<file path="config.mk">
export PLATFORM = sky130hd
export DESIGN_NAME = usb_mass_storage_descriptor_scan_core
export DESIGN_NICKNAME = d
export VERILOG_FILES = /design/src/usbmsd_pkg.sv /design/src/usb_mass_storage_descriptor_scan_core.sv /design/src/usbmsd_scan.sv
export SDC_FILE = /design/constraint.sdc
export NUM_CORES = 1
export LEC_CHECK = 0
export ABC_CLOCK_PERIOD_IN_PS = 8800
export CORE_ASPECT_RATIO = 1.1
export CORE_MARGIN = 4
export CORE_UTILIZATION = 54
export CTS_BUF_LIST = sky130_fd_sc_hd__clkbuf_8
export DETAILED_ROUTE_END_ITERATION = 12
export DONT_BUFFER_PORTS = 1
export PLACE_DENSITY = 0.69
export REMOVE_ABC_BUFFERS = 1
export SLEW_MARGIN = 5
export SYNTH_ARGS = -nofsm -noshare
export SYNTH_HDL_FRONTEND = slang
export SYNTH_SLANG_ARGS = --single-unit
</file>
<file path="constraint.sdc">
create_clock -name clk -period 8.8 [get_ports clk]
set_input_delay 0.44 -clock clk [delete_from_list [all_inputs] [get_ports clk]]
set_output_delay 0.44 -clock clk [all_outputs]
set_load 0.05 [all_outputs]
</file>
<file path="src/usbmsd_pkg.sv">
// Package for the mass storage descriptor scanner: item and result types,
// descriptor codes and reset constants. No dependencies.
package usbmsd_pkg;

  localparam logic [7:0] KIND_CONFIGURATION = 8'd2;
  localparam logic [7:0] KIND_INTERFACE     = 8'd4;
  localparam logic [7:0] KIND_ENDPOINT      = 8'd5;
  localparam logic [7:0] MSC_CLASS          = 8'h08;
  localparam logic [7:0] SCSI_SUBCLASS      = 8'h06;
  localparam logic [7:0] BOT_PROTOCOL       = 8'h50;
  localparam logic [7:0] DIR_IN_BIT         = 8'h80;
  localparam logic [7:0] NO_INTERFACE       = 8'hFF;
  localparam logic [9:0] SIZE_AT_RESET      = 10'd4;
  localparam logic [9:0] CAP_AT_RESET       = 10'd64;
  localparam logic [15:0] LIMIT_AT_RESET    = 16'd256;

  // configuration register indexes
  localparam logic CFG_PACKET_SIZE_CAP  = 1'b0;
  localparam logic CFG_SET_LENGTH_LIMIT = 1'b1;

  typedef struct packed {
    logic [7:0] data_byte;
    logic       first_byte;
    logic       last_byte;
    logic       clear_search;
  } in_item_t;

  typedef struct packed {
    logic       found;
    logic [7:0] config_value;
    logic [7:0] interface_number;
    logic [3:0] in_endpoint_number;
    logic [9:0] in_packet_size;
    logic [3:0] out_endpoint_number;
    logic [9:0] out_packet_size;
    logic       too_long;
    logic       malformed;
  } result_t;

endpackage

</file>
<file path="src/usb_mass_storage_descriptor_scan_core.sv">
// Top level of the mass storage descriptor scanner: input register, config
// registers and result register around usbmsd_scan. Depends on usbmsd_pkg.
//
//   channel  handshake             payload
//   in       in_valid / in_ready   data_byte, first_byte, last_byte, clear_search
//   out      out_valid / out_ready found .. malformed (one request per last_byte)
//   cfg      cfg_we                cfg_index, cfg_data (no wait, no read-back)
//
// One byte per cycle sustained, unless a last byte waits on a stalled result.
// A byte sits in the input register, then the scan update runs and a last
// byte loads the result register. A stalled result holds only bytes that carry
// last_byte; others flow. Synchronous reset clears all but byte and result data.
module usb_mass_storage_descriptor_scan_core (
  input  logic        clk,
  input  logic        rst,
  input  logic        in_valid,
  output logic        in_ready,
  input  logic [7:0]  data_byte,
  input  logic        first_byte,
  input  logic        last_byte,
  input  logic        clear_search,
  output logic        out_valid,
  input  logic        out_ready,
  output logic        found,
  output logic [7:0]  config_value,
  output logic [7:0]  interface_number,
  output logic [3:0]  in_endpoint_number,
  output logic [9:0]  in_packet_size,
  output logic [3:0]  out_endpoint_number,
  output logic [9:0]  out_packet_size,
  output logic        too_long,
  output logic        malformed,
  input  logic        cfg_we,
  input  logic        cfg_index,
  input  logic [15:0] cfg_data
);

  logic [9:0]  packet_size_cap;
  logic [15:0] set_length_limit;

  logic                 stage_valid;
  usbmsd_pkg::in_item_t stage_item;
  logic                 stage_go;
  usbmsd_pkg::result_t  scan_res;
  usbmsd_pkg::result_t  out_res;

  always_ff @(posedge clk) begin
    if (rst) begin
      packet_size_cap  <= usbmsd_pkg::CAP_AT_RESET;
      set_length_limit <= usbmsd_pkg::LIMIT_AT_RESET;
    end else if (cfg_we) begin
      unique case (cfg_index)
        usbmsd_pkg::CFG_PACKET_SIZE_CAP:  packet_size_cap  <= cfg_data[9:0];
        usbmsd_pkg::CFG_SET_LENGTH_LIMIT: set_length_limit <= cfg_data;
        default: ;
      endcase
    end
  end

  // a byte without last_byte never needs the result register
  assign stage_go = stage_valid && (!stage_item.last_byte || !out_valid || out_ready);
  assign in_ready = !stage_valid || stage_go;

  always_ff @(posedge clk) begin
    if (rst) begin
      stage_valid <= 1'b0;
    end else if (in_ready) begin
      stage_valid <= in_valid;
    end
  end

  always_ff @(posedge clk) begin
    if (in_valid && in_ready) begin
      stage_item.data_byte    <= data_byte;
      stage_item.first_byte   <= first_byte;
      stage_item.last_byte    <= last_byte;
      stage_item.clear_search <= clear_search;
    end
  end

  usbmsd_scan u_scan (
    .clk              (clk),
    .rst              (rst),
    .step             (stage_go),
    .item             (stage_item),
    .packet_size_cap  (packet_size_cap),
    .set_length_limit (set_length_limit),
    .res              (scan_res)
  );

  always_ff @(posedge clk) begin
    if (rst) begin
      out_valid <= 1'b0;
    end else if (stage_go && stage_item.last_byte) begin
      out_valid <= 1'b1;
    end else if (out_ready) begin
      out_valid <= 1'b0;
    end
  end

  always_ff @(posedge clk) begin
    if (stage_go && stage_item.last_byte) begin
      out_res <= scan_res;
    end
  end

  assign found               = out_res.found;
  assign config_value        = out_res.config_value;
  assign interface_number    = out_res.interface_number;
  assign in_endpoint_number  = out_res.in_endpoint_number;
  assign in_packet_size      = out_res.in_packet_size;
  assign out_endpoint_number = out_res.out_endpoint_number;
  assign out_packet_size     = out_res.out_packet_size;
  assign too_long            = out_res.too_long;
  assign malformed           = out_res.malformed;

endmodule

</file>
<file path="src/usbmsd_scan.sv">
// Descriptor walk state and the per-byte update; one byte per step.
// Depends on usbmsd_pkg.
module usbmsd_scan (
  input  logic                clk,
  input  logic                rst,
  input  logic                step,
  input  usbmsd_pkg::in_item_t item,
  input  logic [9:0]          packet_size_cap,
  input  logic [15:0]         set_length_limit,
  output usbmsd_pkg::result_t res
);

  logic [15:0] stream_position, stream_position_next;
  logic [15:0] set_total_length, set_total_length_next;
  logic [7:0]  offset_in_descriptor, offset_in_descriptor_next;
  logic [7:0]  desc_length, desc_length_next;
  logic [7:0]  descriptor_kind, descriptor_kind_next;
  logic [1:0]  class_match_bits, class_match_bits_next;
  logic [7:0]  endpoint_address_byte, endpoint_address_byte_next;
  logic [7:0]  packet_size_low_byte, packet_size_low_byte_next;
  logic [7:0]  current_config_value, current_config_value_next;
  logic [7:0]  current_interface, current_interface_next;
  logic        search_found, search_found_next;
  logic [7:0]  found_config, found_config_next;
  logic [7:0]  found_interface, found_interface_next;
  logic [3:0]  in_endpoint, in_endpoint_next;
  logic [9:0]  in_size, in_size_next;
  logic [3:0]  out_endpoint, out_endpoint_next;
  logic [9:0]  out_size, out_size_next;
  logic        length_error, length_error_next;
  logic        zero_length_error, zero_length_error_next;

  always_comb begin
    logic [15:0] pos;
    logic [7:0]  off;
    logic [7:0]  b;
    logic [15:0] size;
    logic [9:0]  size_clamped;

    b    = item.data_byte;
    size = '0;
    size_clamped = '0;

    stream_position_next       = stream_position;
    set_total_length_next      = set_total_length;
    offset_in_descriptor_next  = offset_in_descriptor;
    desc_length_next           = desc_length;
    descriptor_kind_next       = descriptor_kind;
    class_match_bits_next      = class_match_bits;
    endpoint_address_byte_next = endpoint_address_byte;
    packet_size_low_byte_next  = packet_size_low_byte;
    current_config_value_next  = current_config_value;
    current_interface_next     = current_interface;
    search_found_next          = search_found;
    found_config_next          = found_config;
    found_interface_next       = found_interface;
    in_endpoint_next           = in_endpoint;
    in_size_next               = in_size;
    out_endpoint_next          = out_endpoint;
    out_size_next              = out_size;
    length_error_next          = length_error;
    zero_length_error_next     = zero_length_error;

    // set start clears counters first; the byte is then parsed from there
    if (item.first_byte) begin
      stream_position_next       = '0;
      set_total_length_next      = '0;
      offset_in_descriptor_next  = '0;
      desc_length_next           = '0;
      descriptor_kind_next       = '0;
      class_match_bits_next      = '0;
      endpoint_address_byte_next = '0;
      packet_size_low_byte_next  = '0;
      length_error_next          = 1'b0;
      zero_length_error_next     = 1'b0;
      if (item.clear_search) begin
        current_config_value_next = '0;
        current_interface_next    = '0;
        search_found_next         = 1'b0;
        found_config_next         = '0;
        found_interface_next      = usbmsd_pkg::NO_INTERFACE;
        in_endpoint_next          = '0;
        in_size_next              = usbmsd_pkg::SIZE_AT_RESET;
        out_endpoint_next         = '0;
        out_size_next             = usbmsd_pkg::SIZE_AT_RESET;
      end
    end

    pos = stream_position_next;
    off = offset_in_descriptor_next;

    if (pos != 16'hFFFF) begin
      stream_position_next = pos + 16'd1;
    end

    if (!(length_error_next || zero_length_error_next) &&
        !(pos >= 16'd4 && pos >= set_total_length_next)) begin
      if (pos == 16'd2) begin
        set_total_length_next = {8'h00, b};
      end else if (pos == 16'd3) begin
        set_total_length_next = set_total_length_next | {b, 8'h00};
      end

      if (off == 8'd0) begin
        desc_length_next      = b;
        descriptor_kind_next  = '0;
        class_match_bits_next = '0;
        if (b == 8'd0) begin
          zero_length_error_next = 1'b1;
        end
      end else if (off == 8'd1) begin
        descriptor_kind_next = b;
      end else begin
        case (descriptor_kind_next)
          usbmsd_pkg::KIND_CONFIGURATION: begin
            if (off == 8'd5) current_config_value_next = b;
          end
          usbmsd_pkg::KIND_INTERFACE: begin
            if (off == 8'd2) begin
              current_interface_next = b;
            end else if (off == 8'd5) begin
              class_match_bits_next = (b == usbmsd_pkg::MSC_CLASS) ? 2'd1 : 2'd0;
            end else if (off == 8'd6) begin
              class_match_bits_next =
                (class_match_bits_next[0] && b == usbmsd_pkg::SCSI_SUBCLASS) ? 2'd3 : 2'd0;
            end else if (off == 8'd7) begin
              if (class_match_bits_next == 2'd3 && b == usbmsd_pkg::BOT_PROTOCOL) begin
                search_found_next    = 1'b1;
                found_config_next    = current_config_value_next;
                found_interface_next = current_interface_next;
              end
            end
          end
          usbmsd_pkg::KIND_ENDPOINT: begin
            if (off == 8'd2) begin
              endpoint_address_byte_next = b;
            end else if (off == 8'd4) begin
              packet_size_low_byte_next = b;
            end else if (off == 8'd5) begin
              size = {b, packet_size_low_byte_next};
              size_clamped = (size > {6'd0, packet_size_cap}) ? packet_size_cap : size[9:0];
              if (search_found_next && current_interface_next == found_interface_next) begin
                if ((endpoint_address_byte_next & usbmsd_pkg::DIR_IN_BIT) != 8'd0) begin
                  in_endpoint_next = endpoint_address_byte_next[3:0];
                  in_size_next     = size_clamped;
                end else begin
                  out_endpoint_next = endpoint_address_byte_next[3:0];
                  out_size_next     = size_clamped;
                end
              end
            end
          end
          default: ;
        endcase
      end

      // a zero length byte stops the set before the offset and length checks
      if (!(off == 8'd0 && b == 8'd0)) begin
        if (({1'b0, off} + 9'd1) >= {1'b0, desc_length_next}) begin
          offset_in_descriptor_next = '0;
        end else begin
          offset_in_descriptor_next = off + 8'd1;
        end
        if (pos == 16'd3 && set_total_length_next > set_length_limit) begin
          length_error_next = 1'b1;
        end
      end
    end

    res.found               = search_found_next;
    res.config_value        = found_config_next;
    res.interface_number    = found_interface_next;
    res.in_endpoint_number  = in_endpoint_next;
    res.in_packet_size      = in_size_next;
    res.out_endpoint_number = out_endpoint_next;
    res.out_packet_size     = out_size_next;
    res.too_long            = length_error_next;
    res.malformed           = zero_length_error_next;
  end

  always_ff @(posedge clk) begin
    if (rst) begin
      stream_position       <= '0;
      set_total_length      <= '0;
      offset_in_descriptor  <= '0;
      desc_length           <= '0;
      descriptor_kind       <= '0;
      class_match_bits      <= '0;
      endpoint_address_byte <= '0;
      packet_size_low_byte  <= '0;
      current_config_value  <= '0;
      current_interface     <= '0;
      search_found          <= 1'b0;
      found_config          <= '0;
      found_interface       <= usbmsd_pkg::NO_INTERFACE;
      in_endpoint           <= '0;
      in_size               <= usbmsd_pkg::SIZE_AT_RESET;
      out_endpoint          <= '0;
      out_size              <= usbmsd_pkg::SIZE_AT_RESET;
      length_error          <= 1'b0;
      zero_length_error     <= 1'b0;
    end else if (step) begin
      stream_position       <= stream_position_next;
      set_total_length      <= set_total_length_next;
      offset_in_descriptor  <= offset_in_descriptor_next;
      desc_length           <= desc_length_next;
      descriptor_kind       <= descriptor_kind_next;
      class_match_bits      <= class_match_bits_next;
      endpoint_address_byte <= endpoint_address_byte_next;
      packet_size_low_byte  <= packet_size_low_byte_next;
      current_config_value  <= current_config_value_next;
      current_interface     <= current_interface_next;
      search_found          <= search_found_next;
      found_config          <= found_config_next;
      found_interface       <= found_interface_next;
      in_endpoint           <= in_endpoint_next;
      in_size               <= in_size_next;
      out_endpoint          <= out_endpoint_next;
      out_size              <= out_size_next;
      length_error          <= length_error_next;
      zero_length_error     <= zero_length_error_next;
    end
  end

endmodule
</file>
==> results of run 1 <==
[cell usage after synthesis, types with 17 or more instances]
cell | count | share of area
sky130_fd_sc_hd__nor2b_1 | 32 | 0.018
sky130_fd_sc_hd__nand2_1 | 204 | 0.070
sky130_fd_sc_hd__edfxtp_1 | 58 | 0.16
sky130_fd_sc_hd__nor2_1 | 86 | 0.030
sky130_fd_sc_hd__mux2i_1 | 22 | 0.020
sky130_fd_sc_hd__ha_1 | 54 | 0.062
sky130_fd_sc_hd__inv_1 | 49 | 0.017
sky130_fd_sc_hd__dfxtp_1 | 162 | 0.30
sky130_fd_sc_hd__a21oi_1 | 110 | 0.050
sky130_fd_sc_hd__nand4_1 | 17 | 0.0097
sky130_fd_sc_hd__nor3_1 | 18 | 0.0082
sky130_fd_sc_hd__clkbuf_1 | 48 | 0.016
sky130_fd_sc_hd__a22o_1 | 53 | 0.042
sky130_fd_sc_hd__o21ai_0 | 41 | 0.019
sky130_fd_sc_hd__nand3_1 | 37 | 0.017
[power by group through the flow]
| stage | sequential, uW | combinational (uW) | clock, uW |
|---|---|---|---|
| after global placement | 1100 | 108 | 0 |
| final | 1070 | 123 | 986 |
| after detailed placement | 1100 | 110 | 0 |
| after global routing | 1080 | 136 | 1050 |
| after CTS | 1070 | 122 | 1000 |
| after floorplan | 1090 | 72.7 | 0 |
[logic make-up (layout without fill, tap and decap cells)]
| kind of cell | count (synthesis) | in the layout | synth area share |
|---|---|---|---|
| xor+xnor | 21 | 21 | 0.0168 |
| buf+inv | 117 | 144 | 0.0417 |
| mux | 25 | 25 | 0.0232 |
| compound gates | 303 | 303 | 0.184 |
| fa+ha+maj | 54 | 54 | 0.0618 |
| simple gates | 483 | 483 | 0.216 |
| flops | 220 | 220 | 0.456 |
[layout make-up]
type | instances | area share
clock buffer | 43 | 0.0492
clock inverter | 27 | 0.0186
inverter | 50 | 0.0156
multi-input combinational | 886 | 0.457
sequential | 220 | 0.414
tap | 252 | 0.0262
timing repair buffer | 24 | 0.0191
[worst max-delay path: stages, from the launching register on]
cell                       delay, ps
sky130_fd_sc_hd__edfxtp_1        320
sky130_fd_sc_hd__buf_4           540
sky130_fd_sc_hd__inv_1           520
sky130_fd_sc_hd__nand2_1         280
sky130_fd_sc_hd__ha_1            280
sky130_fd_sc_hd__nor2b_1         840
sky130_fd_sc_hd__o21ai_0         290
sky130_fd_sc_hd__ha_1            320
sky130_fd_sc_hd__nand2b_1        130
sky130_fd_sc_hd__a211oi_1        230
sky130_fd_sc_hd__o21bai_1        100
sky130_fd_sc_hd__a31oi_1         200
sky130_fd_sc_hd__o22ai_1         140
sky130_fd_sc_hd__nor3_1          460
sky130_fd_sc_hd__a22o_1          200
[through the flow]
stage / hold WS, ps / power [uW] / worst slack, ps
6_report: 34.2 / 2180 / 3860
5_1_grt: 20.5 / 2260 / 3420
4_1_cts: 16.1 / 2200 / 3890
3_5_place_dp: 441 / 1210 / 3920
3_3_place_gp: 437 / 1200 / 4020
2_1_floorplan: 426 / 1170 / 3980
[final timing paths]
path / end / slack, ps / from / depth (start not counted)
setup / recovery: u_scan.offset_in_descriptor[3] / 3860 / stage_item[2] / 14
hold / removal: set_length_limit[4] / 30 / cfg_data[4] / 2
setup reg to reg: u_scan.offset_in_descriptor[3] / 3860 / stage_item[2] / 14
hold reg to reg: set_length_limit[13] / 450 / set_length_limit[13] / 2
[registers in the layout, summed over array words and instances, names as in the netlist, 11 cells and up]
name                     flops
set_length_limit            16
stage_item                  11
u_scan.stream_position      16
u_scan.set_total_length     16
[layer usage]
layer	global-route usage	wire length [um]	vias to the layer above
li1	-	-	4392
met1	0.318	12200	4241
met2	0.411	13400	297
met3	0.0340	1530	50
met4	0.0933	718	0
met5	0	0	-
==> flow_metrics.py, run 1 <==
metrics = {
    "run_status": {
        "status": "completed",
    },
    "synthesis": {
        "synth-warning-count": 0,
        "synth-main-ff-cell": "sky130_fd_sc_hd__dfxtp_1",
        "post_synth_instance_area_um2": 10900,
        "asyncSetResetFlopFracSynth": 0,
        "ys_seq_elements": 220,
        "synth.lib_cells_used.distinct": 73,
        "synth-edff-count": 58,
        "post_synth_inst_count": 1223,
        "sequential_area_share_after_synthesis": 0.456,
        "synth_area_per_cell_um2": 8.94,
    },
    "layout": {
        "multi_input_comb_area_um2": 5500,
        "final_common_cell": "sky130_fd_sc_hd__nand2_1",
        "post_route_cells_drive_above_1_share": 0.0824,
        "area.growth.synth_to_final_pct": 10.1,
        "layoutNonFillerInstCount": 1502,
        "insertedDiodeCount": 0,
        "final.fill_count": 1772,
        "register_area_um2": 4980,
        "postLayoutCoreUtil": 0.606,
        "layout.cells.most_common_list": "sky130_fd_sc_hd__nand2_1 (204), sky130_fd_sc_hd__dfxtp_1 (162), sky130_fd_sc_hd__a21oi_1 (110)",
        "fin_nets": 1307,
        "design_area_um2": 12000,
    },
    "timing": {
        "final_min_period_over_clock_period": 0.562,
        "timing_max_transition_violations_final": 0,
        "tightest_slew_ps": 1150,
        "timing.setup.tns_ps": 0,
        "report.final.hold_viol_count": 0,
        "slew-limit-headroom": 0.235,
        "final_period_minus_worst_setup_slack_ps": 4940,
        "setup-violations-final": 0,
        "fmaxAchievable_mhz": 202,
        "clock-skew-final_ps": 25.9,
        "rsz0062_at_grt": "false",
    },
    "die": {
        "die-width_um": 144,
        "total_i_o_pin_count": 82,
        "fp.dieArea_um2": 22600,
        "die_height_um": 157,
        "initial_core_util": 0.550,
        "fp.coreArea_um2": 19900,
        "rows": 54,
    },
    "power_and_ir_drop": {
        "switching_portion_of_total_power": 0.240,
        "share_clk_of_total_power": 0.452,
        "power.combinational.fraction": 0.056,
        "ir_drop_worst_vdd_mv": 0.124,
        "power.density_nw_per_um2": 181,
        "cellInternalPower_uw": 1660,
        "switchingPower_uw": 523,
        "p_seq_frac": 0.492,
        "power.static_leakage_uw": 0.00440,
    },
    "routing": {
        "vias_per_cell": 5.98,
        "firstDrtPassIters": 5,
        "drt_wl_total_mm": 27.8,
        "wl_per_cell_um": 18.5,
        "drt.antenna.violating_nets": 0,
        "via_count": 8980,
        "initialDrtViolationCount": 759,
        "drt_drc_violations_left": 0,
    },
    "worst_setup_path": {
        "cp-start-kind": "register",
        "setup.worst_path.class": "reg2reg",
        "critPathRequiredTime_ps": 9260,
        "largest_fanout_on_the_critical_path": 66,
        "crit_arrival_ps": 5410,
        "critical_path.endpoint_type": "register",
    },
    "placed_design": {
        "hpwlAfterDp_mm": 18.3,
        "place.detailed.instances": 1419,
        "place.port_buffers": 0,
        "dpl-instance-area_um2": 11100,
        "globalplace.congestion": 0.883,
    },
    "clock_network": {
        "tritoncts.num_buffers": 38,
        "post-cts-setup-buffers": 0,
        "cts_root_buffer": "sky130_fd_sc_hd__clkbuf_8",
        "post_cts_resize_count": 0,
        "cts.htree.levels": 2,
        "worst_setup_hold_path_clk_slew_ps": 60,
        "cts_hold_repair.buffers": 13,
        "worst_skew_pair.late_latency_ps": 540,
        "cts.sinks": 220,
        "cts_max_path_buffers": 3,
        "cts_tree": "built",
    },
    "grt": {
        "grt_pass1_vias": 8608,
        "number_of_antenna_violations_at_the_first_check_in_global_routing": 0,
        "grt_first_pass_wirelength_mm": 44.3,
        "grt_max_degree": 80,
        "global_route.overflow_total": 0,
        "grt_use_total": 0.244,
    },
    "hold_path": {
        "timing.hold.worst.class": "in2reg",
    },
    "job": {
        "cap_violations": 0,
    },
}
No activity file was read; power rests on OpenSTA's default activity.
==> run 2, diff against run 1 <==
Settings changed: ABC_CLOCK_PERIOD_IN_PS 8800 to 4100, PLACE_DENSITY 0.69 to 0.72.
Clock period 8.8 ns to 4.1 ns, I/O delays scaled along.
==> flow_metrics.py, run 2 (synthesized netlist as in run 1, its figures left out) <==
metrics = {
    "die": {
        "die-width_um": 144,
        "fp.coreArea_um2": 19900,
        "fp.dieArea_um2": 22600,
        "total_i_o_pin_count": 82,
        "initial_core_util": 0.550,
        "rows": 54,
        "die_height_um": 157,
    },
    "worst_setup_path": {
        "timing.reg2reg.worst_path_depth": 14,
        "worstSetupStartpoint": "stage_item[2]",
        "largest_fanout_on_the_critical_path": 12,
        "kind_of_cell_with_the_highest_combined_delay_on_the_critical_path": "compound AO/OA/AOI/OAI gates",
        "critical_path.endpoint_type": "register",
        "setup.worst_path.class": "reg2reg",
        "crit_chain": "inv_1 -> nand2_1 -> ha_1 -> nor2b_1 -> buf_4 -> and2_1 -> a31oi_1 -> ha_1 -> a211oi_1 -> o21bai_1 -> a31oi_1 -> o22ai_1 -> or4_1 -> a21oi_1",
        "cp_slowest_cell": "sky130_fd_sc_hd__edfxtp_1",
        "crit_arrival_ps": 4190,
        "endpoint": "u_scan.offset_in_descriptor[4]",
        "path_buf_inv": 2,
        "cp-start-kind": "register",
        "path_depth": 14,
        "critical_path.reg2reg.startpoint": "stage_item[2]",
        "worst_path_largest_cell_delay_ps": 440,
        "rrSetupSlack_ps": 350,
        "critPathRequiredTime_ps": 4550,
        "r2r_end": "u_scan.offset_in_descriptor[4]",
    },
    "power_and_ir_drop": {
        "share_clk_of_total_power": 0.450,
        "power.density_nw_per_um2": 380,
        "switchingPower_uw": 1150,
        "ir_drop_worst_vdd_mv": 0.291,
        "power.combinational.fraction": 0.063,
        "power.static_leakage_uw": 0.00462,
        "cellInternalPower_uw": 3590,
        "switching_portion_of_total_power": 0.243,
        "p_seq_frac": 0.486,
        "power.total_uw": 4740,
    },
    "clock_network": {
        "post-cts-setup-buffers": 0,
        "tritoncts.num_buffers": 39,
        "worst_skew_pair.late_latency_ps": 540,
        "cts_max_path_buffers": 3,
        "cts.sinks": 220,
        "cts_root_buffer": "sky130_fd_sc_hd__clkbuf_8",
        "worst_setup_hold_path_clk_slew_ps": 60,
        "cts.htree.levels": 2,
        "cts_tree": "built",
    },
    "routing": {
        "firstDrtPassIters": 5,
        "initialDrtViolationCount": 757,
        "drt.antenna.violating_nets": 0,
        "vias_per_cell": 5.94,
        "drt_wl_total_mm": 28.3,
        "drt_drc_violations_left": 0,
        "via_count": 9193,
        "wl_per_cell_um": 18.3,
    },
    "timing": {
        "tightest_slew_ps": 888,
        "rsz0062_at_grt": "false",
        "slew-limit-headroom": 0.406,
        "clock-skew-final_ps": 30.3,
        "setup-violations-final": 0,
        "final_period_minus_worst_setup_slack_ps": 3750,
        "report.final.hold_viol_count": 0,
        "fin_hold_ws_ps": 33.4,
        "finalWorstSetupSlack_ps": 354,
        "fmaxAchievable_mhz": 267,
        "final_min_period_over_clock_period": 0.914,
        "timing_max_transition_violations_final": 0,
    },
    "placed_design": {
        "place.port_buffers": 0,
        "hpwlAfterDp_mm": 19.3,
        "globalplace.congestion": 0.897,
        "dp_slack_ps": 311,
        "dpl-instance-area_um2": 11200,
    },
    "hold_path": {
        "timing.hold.worst.class": "in2reg",
    },
    "grt": {
        "grt_use_total": 0.252,
        "grt_first_pass_wirelength_mm": 46.2,
        "global_route.overflow_total": 0,
        "number_of_antenna_violations_at_the_first_check_in_global_routing": 0,
        "grt_max_degree": 91,
        "grt_pass1_vias": 9056,
    },
    "layout": {
        "final_common_cell": "sky130_fd_sc_hd__nand2_1",
        "reg.largest.list": "set_length_limit (16), u_scan.set_total_length (16), u_scan.stream_position (16)",
        "fin_nets": 1352,
        "insertedDiodeCount": 0,
        "design_area_um2": 12500,
        "area.growth.synth_to_final_pct": 13.9,
        "post_route_cells_drive_above_1_share": 0.0980,
        "layout.cells.most_common_list": "sky130_fd_sc_hd__nand2_1 (204), sky130_fd_sc_hd__dfxtp_1 (162), sky130_fd_sc_hd__a21oi_1 (110)",
        "postLayoutCoreUtil": 0.627,
    },
    "job": {
        "cap_violations": 0,
    },
    "run_status": {
        "status": "completed",
    },
}
## run 2: cell count changes in the layout (fill, tap and decap cells not counted), moves of 2 or more
| cell | previous run | this run |
|---|---|---|
| sky130_fd_sc_hd__clkinv_2 | 5 | 0 |
| sky130_fd_sc_hd__clkbuf_8 | 43 | 50 |
| sky130_fd_sc_hd__buf_4 | 11 | 33 |
| sky130_fd_sc_hd__dlygate4sd3_1 | 12 | 34 |
| sky130_fd_sc_hd__clkinv_1 | 9 | 5 |
| sky130_fd_sc_hd__inv_1 | 57 | 62 |
| sky130_fd_sc_hd__bufinv_16 | 4 | 2 |
## run 2: cell type report
type / instances / area, um2
Fill cell: 1733 / 7410
Multi-Input combinational cell: 886 / 5510
Sequential cell: 220 / 4980
Clock buffer: 50 / 688
Timing Repair Buffer: 68 / 616
Tap cell: 252 / 315
Inverter: 50 / 188
Clock inverter: 22 / 149
## run 2: how the worst min path moves through the flow
stage	startpoint	end	slack, ps	cells past startpoint
global placement	rst	stage_valid	290	1
CTS	rst	u_scan.found_interface[4]	7	2
finish	rst	u_scan.found_interface[4]	30	2
global route	rst	u_scan.out_size[4]	40	3
floorplan	rst	packet_size_cap[0]	270	1
detailed placement	rst	stage_valid	290	1
## run 2: through the flow
step	setup TNS (ps)	instances
final	0	1548
after floorplan	-44350	1156
after global placement	0	1441
after detailed placement	0	1441
after global routing	0	1548
after CTS	0	1548
## run 2: metal layers
layer / track usage / vias up / part of all wire
met5: 0 / - / 0
met3: 0.0389 / 63 / 0.064
met2: 0.422 / 363 / 0.48
li1: - / 4461 / -
met1: 0.332 / 4306 / 0.43
met4: 0.0924 / 0 / 0.027
## run 2: repair_timing
action,CTS,global route
resized for setup,0,2
hold endpoints to repair,109,0
endpoints found under the setup margin,0,1
hold buffers,35,0
## run 2: power groups by stage
stage | sequential [uW] | combinational (uW) | clock (uW)
floorplan | 2350 | 156 | 0
global placement | 2350 | 248 | 0
detailed placement | 2350 | 252 | 0
CTS | 2300 | 297 | 2170
global route | 2300 | 332 | 2280
finish | 2300 | 301 | 2130
==> run 3, diff against run 2 <==
Settings changed: BUFFER_PORTS_ARGS set to -buffer_cell sky130_fd_sc_hd__buf_2, CORE_UTILIZATION 54 to 57, DONT_BUFFER_PORTS 1 to unset, PLACE_DENSITY 0.72 to 0.79.
==> flow_metrics.py, run 3 (synthesized netlist as in run 1, its figures left out) <==
metrics = {
    "power_and_ir_drop": {
        "cellInternalPower_uw": 3400,
        "power.static_leakage_uw": 0.00488,
        "p_seq_frac": 0.504,
        "ir_drop_worst_vdd_mv": 0.225,
        "power.density_nw_per_um2": 358,
        "power.combinational.fraction": 0.074,
        "power.total_uw": 4530,
        "share_clk_of_total_power": 0.421,
        "switchingPower_uw": 1130,
        "switching_portion_of_total_power": 0.250,
    },
    "timing": {
        "fmaxAchievable_mhz": 265,
        "finalWorstSetupSlack_ps": 325,
        "final_period_minus_worst_setup_slack_ps": 3770,
        "rsz0062_at_grt": "false",
        "clock-skew-final_ps": 27.0,
        "fin_hold_ws_ps": 56.1,
        "timing_max_transition_violations_final": 0,
        "report.final.hold_viol_count": 0,
        "final_min_period_over_clock_period": 0.921,
        "setup-violations-final": 0,
        "tightest_slew_ps": 1170,
        "slew-limit-headroom": 0.220,
    },
    "routing": {
        "vias_per_cell": 5.95,
        "drt.antenna.violating_nets": 0,
        "initialDrtViolationCount": 894,
        "firstDrtPassIters": 5,
        "via_count": 9579,
        "wl_per_cell_um": 17.7,
        "drt_drc_violations_left": 0,
        "drt_wl_total_mm": 28.4,
    },
    "run_status": {
        "status": "completed",
    },
    "worst_setup_path": {
        "r2r_end": "u_scan.offset_in_descriptor[4]",
        "setup.worst_path.class": "reg2reg",
        "largest_fanout_on_the_critical_path": 16,
        "critical_path.endpoint_type": "register",
        "worstSetupStartpoint": "stage_item[2]",
        "cp-start-kind": "register",
        "critPathRequiredTime_ps": 4550,
        "crit_arrival_ps": 4230,
        "timing.reg2reg.worst_path_depth": 11,
        "rrSetupSlack_ps": 330,
        "critical_path.reg2reg.startpoint": "stage_item[2]",
    },
    "die": {
        "die-width_um": 140,
        "total_i_o_pin_count": 82,
        "initial_core_util": 0.587,
        "rows": 52,
        "fp.dieArea_um2": 21500,
        "die_height_um": 153,
        "fp.coreArea_um2": 18600,
    },
    "clock_network": {
        "post_cts_resize_count": 0,
        "cts_max_path_buffers": 3,
        "cts_tree": "built",
        "cts_root_buffer": "sky130_fd_sc_hd__clkbuf_8",
        "cts.htree.levels": 2,
        "cts.sinks": 220,
        "tritoncts.num_buffers": 38,
        "post-cts-setup-buffers": 0,
        "worst_skew_pair.late_latency_ps": 540,
        "cts_hold_repair.buffers": 28,
        "worst_setup_hold_path_clk_slew_ps": 60,
    },
    "placed_design": {
        "dpl-instance-area_um2": 11700,
        "hpwlAfterDp_mm": 19.3,
        "dp_slack_ps": 454,
        "place.port_buffers": 81,
        "globalplace.congestion": 0.894,
    },
    "grt": {
        "grt_first_pass_wirelength_mm": 46.3,
        "number_of_antenna_violations_at_the_first_check_in_global_routing": 0,
        "grt_max_degree": 48,
        "grt_pass1_vias": 9416,
        "global_route.overflow_total": 0,
        "grt_use_total": 0.260,
    },
    "layout": {
        "insertedDiodeCount": 0,
        "area.growth.synth_to_final_pct": 15.8,
        "reg.largest.list": "set_length_limit (16), u_scan.set_total_length (16), u_scan.stream_position (16)",
        "layout.cells.most_common_list": "sky130_fd_sc_hd__nand2_1 (204), sky130_fd_sc_hd__dfxtp_1 (162), sky130_fd_sc_hd__a21oi_1 (110)",
        "design_area_um2": 12700,
        "post_route_cells_drive_above_1_share": 0.149,
        "fin_nets": 1426,
        "final_common_cell": "sky130_fd_sc_hd__nand2_1",
    },
    "hold_path": {
        "holdPathStages": 4,
        "timing.hold.worst.class": "in2reg",
        "hold-path-endpoint": "out_valid",
        "hold_path.startpoint": "out_ready",
    },
    "job": {
        "cap_violations": 0,
    },
}
[run 3: changes by cell type in the layout (fill, tap and decap cells not counted), moves of 4 or more]
cell | previous run | this run
sky130_fd_sc_hd__clkbuf_8 | 50 | 43
sky130_fd_sc_hd__dlygate4sd3_1 | 34 | 28
sky130_fd_sc_hd__clkinv_2 | 0 | 4
sky130_fd_sc_hd__buf_2 | 0 | 81
[run 3: power groups by stage]
stage          logic [uW]  clock network (uW)  registers [uW]
2_1_floorplan         156                   0            2350
3_3_place_gp          302                   0            2330
3_5_place_dp          307                   0            2330
4_1_cts               330                1930            2280
5_1_grt               366                2020            2290
6_report              336                1910            2290
[run 3: per-stage QoR]
stage	TNS, ps	instances	utilization
3_3_place_gp	0	1514	0.626
6_report	0	1609	0.680
4_1_cts	0	1609	0.680
2_1_floorplan	-44350	1156	-
3_5_place_dp	0	1514	0.626
5_1_grt	0	1609	0.680
[run 3: worst max path at each step]
stage / slack, ps / end / cells after the start
3_3_place_gp: 520 / too_long / 13
2_1_floorplan: -720 / too_long / 11
4_1_cts: 440 / u_scan.offset_in_descriptor[4] / 11
3_5_place_dp: 450 / u_scan.packet_size_low_byte[1] / 11
6_report: 330 / u_scan.offset_in_descriptor[4] / 11
5_1_grt: 50 / too_long / 14
[run 3: layer usage]
layer | up-vias | GRT usage | wire, um
met5 | - | 0 | 0
met1 | 4487 | 0.332 | 11900
met2 | 390 | 0.435 | 13500
li1 | 4615 | - | -
met4 | 0 | 0.106 | 958
met3 | 87 | 0.0494 | 2020
[run 3: area by class of cell]
| class | instances | area, um2 |
|---|---|---|
| fillers | 1496 | 5950 |
| multi-input cells | 886 | 5500 |
| flip-flops and latches | 220 | 4980 |
| repair buffers | 143 | 953 |
| clock buffers | 43 | 592 |
| well taps | 243 | 304 |
| inverters | 50 | 188 |
| clock inverters | 24 | 134 |
[run 3: critical path: stages (launching register included)]
cell and delay (ps):
sky130_fd_sc_hd__edfxtp_1 450, sky130_fd_sc_hd__inv_1 260, sky130_fd_sc_hd__buf_12 180, sky130_fd_sc_hd__nand2_1 80
sky130_fd_sc_hd__ha_1 290, sky130_fd_sc_hd__a211oi_1 280, sky130_fd_sc_hd__o211ai_1 150, sky130_fd_sc_hd__a211oi_2 470
sky130_fd_sc_hd__o21a_1 460, sky130_fd_sc_hd__nand2_1 370, sky130_fd_sc_hd__or4_1 560, sky130_fd_sc_hd__a21oi_1 140
